## src/rtl/dmcc_pkg.sv

```systemverilog
// Types, codes and constants shared by the dual motor command controller.
`timescale 1ns / 1ps
`default_nettype none

package dmcc_pkg;

    typedef enum logic [4:0] {
        OP_TICK      = 5'd0,
        OP_STOP      = 5'd1,
        OP_FWD       = 5'd2,
        OP_BACK      = 5'd3,
        OP_LEFT      = 5'd4,
        OP_RIGHT     = 5'd5,
        OP_UTURN     = 5'd6,
        OP_UP        = 5'd7,
        OP_DOWN      = 5'd8,
        OP_CAL_START = 5'd9,
        OP_CAL_END   = 5'd10,
        OP_SEL_L     = 5'd11,
        OP_SEL_R     = 5'd12,
        OP_KEEP_F    = 5'd13,
        OP_KEEP_B    = 5'd14,
        OP_KEEP_L    = 5'd15,
        OP_KEEP_R    = 5'd16,
        OP_ROTATE    = 5'd17
    } op_e;

    typedef enum logic [2:0] {
        MOT_NONE   = 3'd0,
        MOT_FWD    = 3'd1,
        MOT_BACK   = 3'd2,
        MOT_TURN_L = 3'd3,
        MOT_TURN_R = 3'd4,
        MOT_UTURN  = 3'd5
    } motion_e;

    typedef enum logic [1:0] {
        SEL_NONE  = 2'd0,
        SEL_LEFT  = 2'd1,
        SEL_RIGHT = 2'd2
    } trim_sel_e;

    typedef enum logic [2:0] {
        CFG_MOVE_TIMEOUT = 3'd0,
        CFG_TURN_TIME    = 3'd1,
        CFG_TURN_DUTY    = 3'd2,
        CFG_RIGHT_RATIO  = 3'd3,
        CFG_SPEED_STEP   = 3'd4
    } cfg_idx_e;

    // direction lines: bit0 left fwd, bit1 left rev, bit2 right fwd, bit3 right rev
    localparam logic [3:0] LINES_STOP  = 4'h0;
    localparam logic [3:0] LINES_FWD   = 4'h5;
    localparam logic [3:0] LINES_BACK  = 4'hA;
    localparam logic [3:0] LINES_LEFT  = 4'h6;
    localparam logic [3:0] LINES_RIGHT = 4'h9;

    localparam logic [7:0] SPEED_MAX     = 8'd250;
    localparam logic [7:0] SPEED_MIN     = 8'd125;
    localparam logic [7:0] SPEED_DEFAULT = 8'd245;
    localparam logic [7:0] TRIM_STEP     = 8'd5;
    localparam logic [7:0] DUTY_FULL     = 8'd255;
    localparam logic [15:0] ELAPSED_MAX  = 16'hFFFF;

    localparam int CFG_DATA_W = 16;
    localparam int CFG_ADDR_W = 3;

    typedef struct packed {
        logic [4:0] operation;
        logic       rotate_pick_left;
    } in_word_t;

    typedef struct packed {
        logic       left_fwd_line;
        logic       left_rev_line;
        logic       right_fwd_line;
        logic       right_rev_line;
        logic [7:0] left_duty_out;
        logic [7:0] right_duty_out;
        logic       in_calibration;
        logic       save_pulse;
        logic [7:0] saved_left_trim;
        logic [7:0] saved_right_trim;
    } out_word_t;

    typedef struct packed {
        logic [15:0] move_timeout_ms;
        logic [15:0] turn_time_ms;
        logic [7:0]  turn_duty;
        logic [8:0]  right_ratio_q8;
        logic [5:0]  speed_step;
    } cfg_t;

    typedef struct packed {
        logic [3:0]  dir_lines;
        logic [7:0]  left_duty;
        logic [7:0]  right_duty;
        logic [7:0]  left_speed;
        logic [7:0]  right_speed;
        logic [7:0]  left_trim;
        logic [7:0]  right_trim;
        logic        calibrating;
        trim_sel_e   trim_sel;
        motion_e     motion;
        logic [15:0] elapsed_ms;
    } state_t;

    localparam cfg_t CFG_RESET = '{
        move_timeout_ms: 16'd5000,
        turn_time_ms:    16'd2000,
        turn_duty:       8'd127,
        right_ratio_q8:  9'd256,
        speed_step:      6'd12
    };

    localparam state_t STATE_RESET = '{
        dir_lines:   LINES_STOP,
        left_duty:   8'd0,
        right_duty:  8'd0,
        left_speed:  SPEED_DEFAULT,
        right_speed: SPEED_DEFAULT,
        left_trim:   SPEED_DEFAULT,
        right_trim:  SPEED_DEFAULT,
        calibrating: 1'b0,
        trim_sel:    SEL_NONE,
        motion:      MOT_NONE,
        elapsed_ms:  16'd0
    };

endpackage

`default_nettype wire

```

## src/rtl/dual_motor_command_controller_unit.sv

```systemverilog
// Dual motor command controller: top level with state, config and result registers.
// Takes one word per clock on s_ and returns one result word per input word on m_,
// registered, in the cycle after acceptance; s_ready stays high while the result
// register is empty or being drained, so back-to-back words run at one per cycle.
// That rate is set by the single combinational update (one 9x8 multiply and a few
// clamps) between the controller state and the result register. Configuration
// writes take effect at the next edge and should only happen while the block is idle.
`timescale 1ns / 1ps
`default_nettype none

module dual_motor_command_controller_unit
    import dmcc_pkg::*;
(
    input  wire logic                  aclk,
    input  wire logic                  aresetn,
    input  wire logic                  cfg_wr_en,
    input  wire logic [CFG_ADDR_W-1:0] cfg_addr,
    input  wire logic [CFG_DATA_W-1:0] cfg_wdata,
    input  wire logic                  s_valid,
    output logic                       s_ready,
    input  wire in_word_t              s_data,
    output logic                       m_valid,
    input  wire logic                  m_ready,
    output out_word_t                  m_data
);

    state_t    state_reg;
    state_t    state_next;
    cfg_t      cfg_reg;
    logic      m_valid_reg;
    out_word_t m_data_reg;
    out_word_t m_data_next;
    logic      accept;

    assign s_ready = !m_valid_reg || m_ready;
    assign accept  = s_valid && s_ready;

    dmcc_step u_step (
        .st       (state_reg),
        .cfg      (cfg_reg),
        .in_word  (s_data),
        .st_next  (state_next),
        .out_word (m_data_next)
    );

    always_ff @(posedge aclk) begin
        if (!aresetn) begin
            state_reg   <= STATE_RESET;
            cfg_reg     <= CFG_RESET;
            m_valid_reg <= 1'b0;
        end else begin
            if (cfg_wr_en) begin
                unique case (cfg_idx_e'(cfg_addr))
                    CFG_MOVE_TIMEOUT: cfg_reg.move_timeout_ms <= cfg_wdata;
                    CFG_TURN_TIME:    cfg_reg.turn_time_ms    <= cfg_wdata;
                    CFG_TURN_DUTY:    cfg_reg.turn_duty       <= cfg_wdata[7:0];
                    CFG_RIGHT_RATIO:  cfg_reg.right_ratio_q8  <= cfg_wdata[8:0];
                    CFG_SPEED_STEP:   cfg_reg.speed_step      <= cfg_wdata[5:0];
                    default: begin
                    end
                endcase
            end
            if (accept) begin
                state_reg <= state_next;
            end
            m_valid_reg <= accept || (m_valid_reg && !m_ready);
        end
    end

    // result word, no reset needed
    always_ff @(posedge aclk) begin
        if (accept) begin
            m_data_reg <= m_data_next;
        end
    end

    assign m_valid = m_valid_reg;
    assign m_data  = m_data_reg;

endmodule

`default_nettype wire

```

## src/rtl/dmcc_step.sv

```systemverilog
// Next-state and result logic for one word of the motor command controller.
`timescale 1ns / 1ps
`default_nettype none

module dmcc_step
    import dmcc_pkg::*;
(
    input  state_t    st,
    input  cfg_t      cfg,
    input  in_word_t  in_word,
    output state_t    st_next,
    output out_word_t out_word
);

    function automatic logic [7:0] trim_up(input logic [7:0] t);
        logic [8:0] s;
        s = {1'b0, t} + {1'b0, TRIM_STEP};
        return (s > {1'b0, SPEED_MAX}) ? SPEED_MAX : s[7:0];
    endfunction

    function automatic logic [7:0] trim_dn(input logic [7:0] t);
        logic [8:0] floor_v;
        floor_v = {1'b0, SPEED_MIN} + {1'b0, TRIM_STEP};
        return ({1'b0, t} >= floor_v) ? (t - TRIM_STEP) : SPEED_MIN;
    endfunction

    op_e         op;
    logic        cmd;
    logic        save;
    logic        is_up;
    logic [8:0]  up_sum;
    logic [8:0]  dn_floor;
    logic [7:0]  up_left;
    logic [7:0]  dn_left;
    logic [7:0]  new_left;
    logic [16:0] prod;
    logic [8:0]  ratio_r;
    logic [7:0]  up_right;
    logic [7:0]  dn_right;
    logic [7:0]  new_right;
    logic [15:0] elapsed_inc;
    logic [15:0] limit;
    state_t      nx;

    assign op    = op_e'(in_word.operation);
    assign cmd   = (in_word.operation != OP_TICK) && (in_word.operation <= OP_ROTATE);
    assign is_up = (op == OP_UP);

    // speed step on the left side, right side derived through the Q1.8 ratio
    always_comb begin
        up_sum   = {1'b0, st.left_speed} + {3'b0, cfg.speed_step};
        up_left  = (up_sum > {1'b0, SPEED_MAX}) ? SPEED_MAX : up_sum[7:0];
        dn_floor = {1'b0, SPEED_MIN} + {3'b0, cfg.speed_step};
        dn_left  = ({1'b0, st.left_speed} >= dn_floor) ?
                   (st.left_speed - {2'b0, cfg.speed_step}) : SPEED_MIN;
        new_left = is_up ? up_left : dn_left;
        prod     = {8'b0, cfg.right_ratio_q8} * {9'b0, new_left};
        ratio_r  = prod[16:8];
        up_right = (ratio_r > {1'b0, SPEED_MAX}) ? SPEED_MAX : ratio_r[7:0];
        if (ratio_r < {1'b0, SPEED_MIN}) begin
            dn_right = SPEED_MIN;
        end else if (ratio_r > {1'b0, DUTY_FULL}) begin
            dn_right = DUTY_FULL;
        end else begin
            dn_right = ratio_r[7:0];
        end
        new_right = is_up ? up_right : dn_right;
    end

    always_comb begin
        elapsed_inc = (st.elapsed_ms == ELAPSED_MAX) ? st.elapsed_ms : st.elapsed_ms + 16'd1;
        limit = (st.motion == MOT_TURN_L || st.motion == MOT_TURN_R) ?
                cfg.turn_time_ms : cfg.move_timeout_ms;
    end

    always_comb begin
        nx   = st;
        save = 1'b0;
        unique case (op)
            OP_TICK: begin
                nx.elapsed_ms = elapsed_inc;
                if (st.motion != MOT_NONE && elapsed_inc > limit) begin
                    nx.dir_lines  = LINES_STOP;
                    nx.left_duty  = 8'd0;
                    nx.right_duty = 8'd0;
                    nx.motion     = MOT_NONE;
                end
            end
            OP_STOP: begin
                nx.motion     = MOT_NONE;
                nx.dir_lines  = LINES_STOP;
                nx.left_duty  = 8'd0;
                nx.right_duty = 8'd0;
            end
            OP_FWD, OP_BACK, OP_KEEP_F, OP_KEEP_B: begin
                nx.dir_lines  = (op == OP_FWD || op == OP_KEEP_F) ? LINES_FWD : LINES_BACK;
                nx.left_duty  = st.left_speed;
                nx.right_duty = st.right_speed;
                if (op == OP_FWD) begin
                    nx.motion = MOT_FWD;
                end else if (op == OP_BACK) begin
                    nx.motion = MOT_BACK;
                end else begin
                    nx.motion = MOT_NONE;
                end
            end
            OP_LEFT: begin
                nx.dir_lines  = LINES_LEFT;
                nx.left_duty  = cfg.turn_duty;
                nx.right_duty = cfg.turn_duty;
                nx.motion     = MOT_TURN_L;
            end
            OP_RIGHT: begin
                nx.dir_lines  = LINES_RIGHT;
                nx.left_duty  = cfg.turn_duty;
                nx.right_duty = cfg.turn_duty;
                nx.motion     = MOT_TURN_R;
            end
            OP_UTURN: begin
                nx.motion = MOT_UTURN;
            end
            OP_UP, OP_DOWN: begin
                if (st.calibrating) begin
                    if (is_up) begin
                        nx.motion = MOT_NONE;
                    end
                    if (st.trim_sel == SEL_LEFT) begin
                        nx.left_trim = is_up ? trim_up(st.left_trim) : trim_dn(st.left_trim);
                        nx.left_duty = nx.left_trim;
                    end else if (st.trim_sel == SEL_RIGHT) begin
                        nx.right_trim = is_up ? trim_up(st.right_trim) : trim_dn(st.right_trim);
                        nx.right_duty = nx.right_trim;
                    end
                end else begin
                    nx.left_speed  = new_left;
                    nx.right_speed = new_right;
                    if (st.motion == MOT_FWD) begin
                        nx.dir_lines = LINES_FWD;
                    end else if (st.motion == MOT_BACK) begin
                        nx.dir_lines = LINES_BACK;
                    end
                    nx.left_duty  = new_left;
                    nx.right_duty = new_right;
                end
            end
            OP_CAL_START: begin
                nx.calibrating = 1'b1;
            end
            OP_CAL_END: begin
                if (st.calibrating) begin
                    nx.calibrating = 1'b0;
                    save           = 1'b1;
                    nx.left_speed  = st.left_trim;
                    nx.right_speed = st.right_trim;
                    nx.trim_sel    = SEL_NONE;
                end
            end
            OP_SEL_L: begin
                nx.trim_sel = SEL_LEFT;
            end
            OP_SEL_R: begin
                nx.trim_sel = SEL_RIGHT;
            end
            OP_KEEP_L: begin
                nx.motion     = MOT_NONE;
                nx.dir_lines  = LINES_FWD;
                nx.left_duty  = cfg.turn_duty;
                nx.right_duty = st.right_speed;
            end
            OP_KEEP_R: begin
                nx.motion     = MOT_NONE;
                nx.dir_lines  = LINES_FWD;
                nx.left_duty  = st.left_speed;
                nx.right_duty = cfg.turn_duty;
            end
            OP_ROTATE: begin
                nx.motion     = MOT_NONE;
                nx.dir_lines  = in_word.rotate_pick_left ? LINES_LEFT : LINES_RIGHT;
                nx.left_duty  = cfg.turn_duty;
                nx.right_duty = cfg.turn_duty;
            end
            default: begin
                // unused codes leave everything as it was
            end
        endcase
        if (cmd) begin
            nx.elapsed_ms = 16'd0;
        end
    end

    assign st_next = nx;

    assign out_word = '{
        left_fwd_line:    nx.dir_lines[0],
        left_rev_line:    nx.dir_lines[1],
        right_fwd_line:   nx.dir_lines[2],
        right_rev_line:   nx.dir_lines[3],
        left_duty_out:    nx.left_duty,
        right_duty_out:   nx.right_duty,
        in_calibration:   nx.calibrating,
        save_pulse:       save,
        saved_left_trim:  nx.left_trim,
        saved_right_trim: nx.right_trim
    };

endmodule

`default_nettype wire

```

## config.mk

```make
export PLATFORM = sky130hd
export DESIGN_NAME = dual_motor_command_controller_unit
export DESIGN_NICKNAME = d
export VERILOG_FILES = /design/src/rtl/dmcc_pkg.sv /design/src/rtl/dual_motor_command_controller_unit.sv /design/src/rtl/dmcc_step.sv
export SDC_FILE = /design/constraint.sdc
export NUM_CORES = 1
export LEC_CHECK = 0
export BUFFER_PORTS_ARGS = -buffer_cell sky130_fd_sc_hd__buf_2
export CELL_PAD_IN_SITES_DETAIL_PLACEMENT = 2
export CELL_PAD_IN_SITES_GLOBAL_PLACEMENT = 2
export CORE_MARGIN = 4
export CORE_UTILIZATION = 41
export CTS_CLUSTER_SIZE = 40
export DETAILED_ROUTE_END_ITERATION = 16
export PLACE_DENSITY_LB_ADDON = 0.1
export SETUP_SLACK_MARGIN = 0.1
export SYNTH_ARGS = -nofsm -noshare
export SYNTH_HDL_FRONTEND = slang
export SYNTH_SLANG_ARGS = --single-unit
```

## constraint.sdc

```tcl
create_clock -name aclk -period 18.6 [get_ports aclk]
set_clock_uncertainty 0.15 [all_clocks]
set_input_delay 3.72 -clock aclk [delete_from_list [all_inputs] [get_ports aclk]]
set_output_delay 3.72 -clock aclk [all_outputs]
set_load 0.05 [all_outputs]
```

==> impl_metrics.toml <==
[run_status]
outcome = "complete, no violations"

[pwr]
internal_power_mw = 0.6634
comb_power_share_pct = 23.3
p_switching_mw = 0.3473
clkPwrFrac_pct = 36.0
ir_drop_mv = 0.06368
pwr-share-seq_pct = 40.7
power_density_mw_per_mm2 = 72.08
p_leak_nw = 5.744
netSwitchingFraction_pct = 34.36

[global_route]
grt_overflow = 0
grt_pass1_wl_um = 75990
grt_max_degree = 70
antenna_found_initial = 0
gr-usage-all-layers_pct = 28.08
grt_pass1_vias = 13200

[die]
io-pin-count = 70
start_util_pct = 41.70
die_y_um = 184.9
row_count = 64
die-area_mm2 = 0.03417
die_w_um = 184.9
core_area_mm2 = 0.03075

[clocking]
clock_sinks = 168
cts_setup_buffers = 0
clock_latency_ns = 0.44
htreeDepth = 4
cts-root-buf = "clkbuf_16"
cts.clk_slew.worst_paths_ns = 0.07
cts_tree = "yes"
cts_resized = 0
hold_buffers = 0
cts-buffers-inserted = 17
cts_max_path_buffers = 2

[timing]
setup_tns_ns = 0
rsz0062_at_grt = "no"
max_freq_mhz = 86.96
setup_viol = 0
maxSlewViolCount = 0
min_period_over_period_pct = 61.83
finalCriticalPeriod_ns = 11.50
relSlewSlack_pct = 20.98
worst_pin_slew_ns = 1.176
hold_violations = 0

[worst_setup_path]
cp_common_cell = "fa_1"
r2r_end = "m_data[18]$_DFFE_PP_"
end_kind = "flop"
worstReg2RegStart = "cfg_reg[0]$_SDFFE_PN0P_"
slowest_stage = "a21oi_1"
cpPeakStageDelay_ns = 0.90
worst-path-max-fanout = 27
arrival_ns = 11.52
rrSetupSlack_ns = 9.15
startpoint = "s_data[5]"
r2r_cells = 29
startpoint_type = "input pin"
path_class = "input pin to flop"
worstSetupEndpoint = "m_data[18]$_DFFE_PP_"
crit_required_ns = 18.62

[placement]
gp_congestion = 0.8883
io_buffers = 69
dpl.hpwl_um = 34460

[yosys]
synth_area_leaders = "dfxtp_1 20%, edfxtp_1 8.9%, ha_1 7.8%, nand2_1 7.4%, fa_1 6.7%"
netlist_area_mm2 = 0.01282
synth-edff-count = 38
synth_top_area_share_pct = 20.29
syn_inst = 1597
synth-seq-area-share_pct = 29.19
synthFlopType = "dfxtp_1"
syn_area_per_cell_um2 = 8.030
synth_nets = 1750
synth_area_leader_cell = "dfxtp_1"
ys_types = 85
yosysWarnings = 0
synth_seq_cells = 168
synth-async-reset-ratio_pct = 0

[finish]
utilization_pct = 45.60
area_growth_pct = 9.337
final_net_count = 1760
largest_reg_flops = 74
final_layout_size_suffix_gt1_share_pct = 10.19
diodes = 0

[flow_run]
max_cap_viol_count = 0

[routing]
wl_um = 47860
via_per_inst = 6.076
drtAntennaViolNets = 0
drt-initial-drc-count = 757
firstDrtPassIters = 5
drc_errors = 0
vias = 12250
post_drt_wl_per_cell_um = 23.74

[hold_path]
hold_class = "flop to flop"
power by group through the flow:
stage          combinational [mW]  clock (mW)  sequential [mW]
3_5_place_dp                0.231           0            0.420
6_report                    0.235       0.364            0.412
3_3_place_gp                0.221           0            0.418
2_1_floorplan               0.142           0            0.432
5_1_grt                     0.257       0.385            0.414
4_1_cts                     0.235       0.367            0.411
metal layers:
metal,global-route usage (%),vias up,share of wire (%)
li1,-,5679,-
met2,49.38,245,50
met3,3.987,55,3.6
met4,5.666,0,1.5
met5,0,-,0
met1,37.00,6271,45
area by class of cell:
| class | instances | area (um2) |
|---|---|---|
| inverters | 95 | 356.6 |
| multi-input cells | 1238 | 8369 |
| clock inverters | 15 | 150.1 |
| fillers | 3601 | 16730 |
| clock buffers | 17 | 425.4 |
| repair buffers | 87 | 480.5 |
| well taps | 396 | 495.5 |
| flip-flops and latches | 168 | 3744 |
critical path: cells and delay by family:
kind / cells / cell delay (ns)
buffers and inverters: 5 / 0.92
and+or+nand+nor: 5 / 1.37
adders and majority gates: 5 / 2.44
AOI/OAI and AO/OA: 11 / 2.86
xor gates and xnor gates: 1 / 0.17
cell families (layout without fill, tap and decap cells):
group	count (synthesis)	in the layout	synth area share [%]
simple gates	621	621	22.68
xor+xnor	26	26	1.834
mux	34	34	2.752
fa+ha+maj	123	123	14.52
compound gates	434	434	23.39
buf+inv	191	214	5.640
flops	168	168	29.19
placed cells by master, fill, tap and decap left out, types with 43 or more instances in the layout:
master   synthesis  final
a21oi_1        115    115
buf_2            5     69
dfxtp_1        130    130
fa_1            43     43
ha_1            80     80
inv_1           91     90
nand2_1        254    254
nand3_1         54     54
nor2_1         121    121
o21ai_0         77     76
how the worst min path moves through the flow:
| stage | cells past startpoint | end | slack [ns] | from |
|---|---|---|---|---|
| finish | 2 | cfg_reg[49]$_SDFFE_PN0P_ | 0.31 | cfg_reg[49]$_SDFFE_PN0P_ |
| detailed placement | 2 | cfg_reg[49]$_SDFFE_PN0P_ | 0.30 | cfg_reg[49]$_SDFFE_PN0P_ |
| floorplan | 2 | cfg_reg[23]$_SDFFE_PN0P_ | 0.28 | cfg_reg[23]$_SDFFE_PN0P_ |
| global route | 2 | cfg_reg[49]$_SDFFE_PN0P_ | 0.33 | cfg_reg[49]$_SDFFE_PN0P_ |
| global placement | 2 | cfg_reg[23]$_SDFFE_PN0P_ | 0.29 | cfg_reg[23]$_SDFFE_PN0P_ |
| CTS | 2 | cfg_reg[49]$_SDFFE_PN0P_ | 0.31 | cfg_reg[49]$_SDFFE_PN0P_ |
synth_stat cells (8+ instances only):
| master | instances |
|---|---|
| o22ai_1 | 10 |
| a22oi_1 | 22 |
| nand2b_1 | 23 |
| a21o_1 | 9 |
| dfxtp_1 | 130 |
| a21oi_1 | 115 |
| a222oi_1 | 9 |
| nor3_1 | 26 |
| o21ai_1 | 13 |
| mux2i_1 | 24 |
| nor2_1 | 121 |
| nor2b_1 | 38 |
| and3_1 | 10 |
| and2_1 | 40 |
| nand3b_1 | 8 |
| inv_1 | 91 |
| fa_1 | 43 |
| xnor2_1 | 17 |
| o211ai_1 | 25 |
| ha_1 | 80 |
| nand3_1 | 54 |
| a211oi_1 | 16 |
| mux2_2 | 10 |
| xor2_1 | 8 |
| o21a_1 | 16 |
| clkbuf_1 | 89 |
| or3_1 | 9 |
| a31oi_1 | 13 |
| edfxtp_1 | 38 |
| nand4_1 | 14 |
| o21ai_0 | 77 |
| nand2_1 | 254 |
through the flow:
stage          area [um2]  std cells  hold slack, ns  total power, mW  setup WS (ns)
2_1_floorplan       12820       1597          0.2829           0.5748          7.906
3_3_place_gp        13450       1984          0.2900           0.6393          7.136
3_5_place_dp        13450       1984          0.3001           0.6510          6.773
4_1_cts             14020       2016          0.3098            1.014          7.197
5_1_grt             14020       2016          0.3298            1.056          6.626
6_report            14020       2016          0.3064            1.011          7.100
Note: power is estimated with default switching activity, not from simulation.
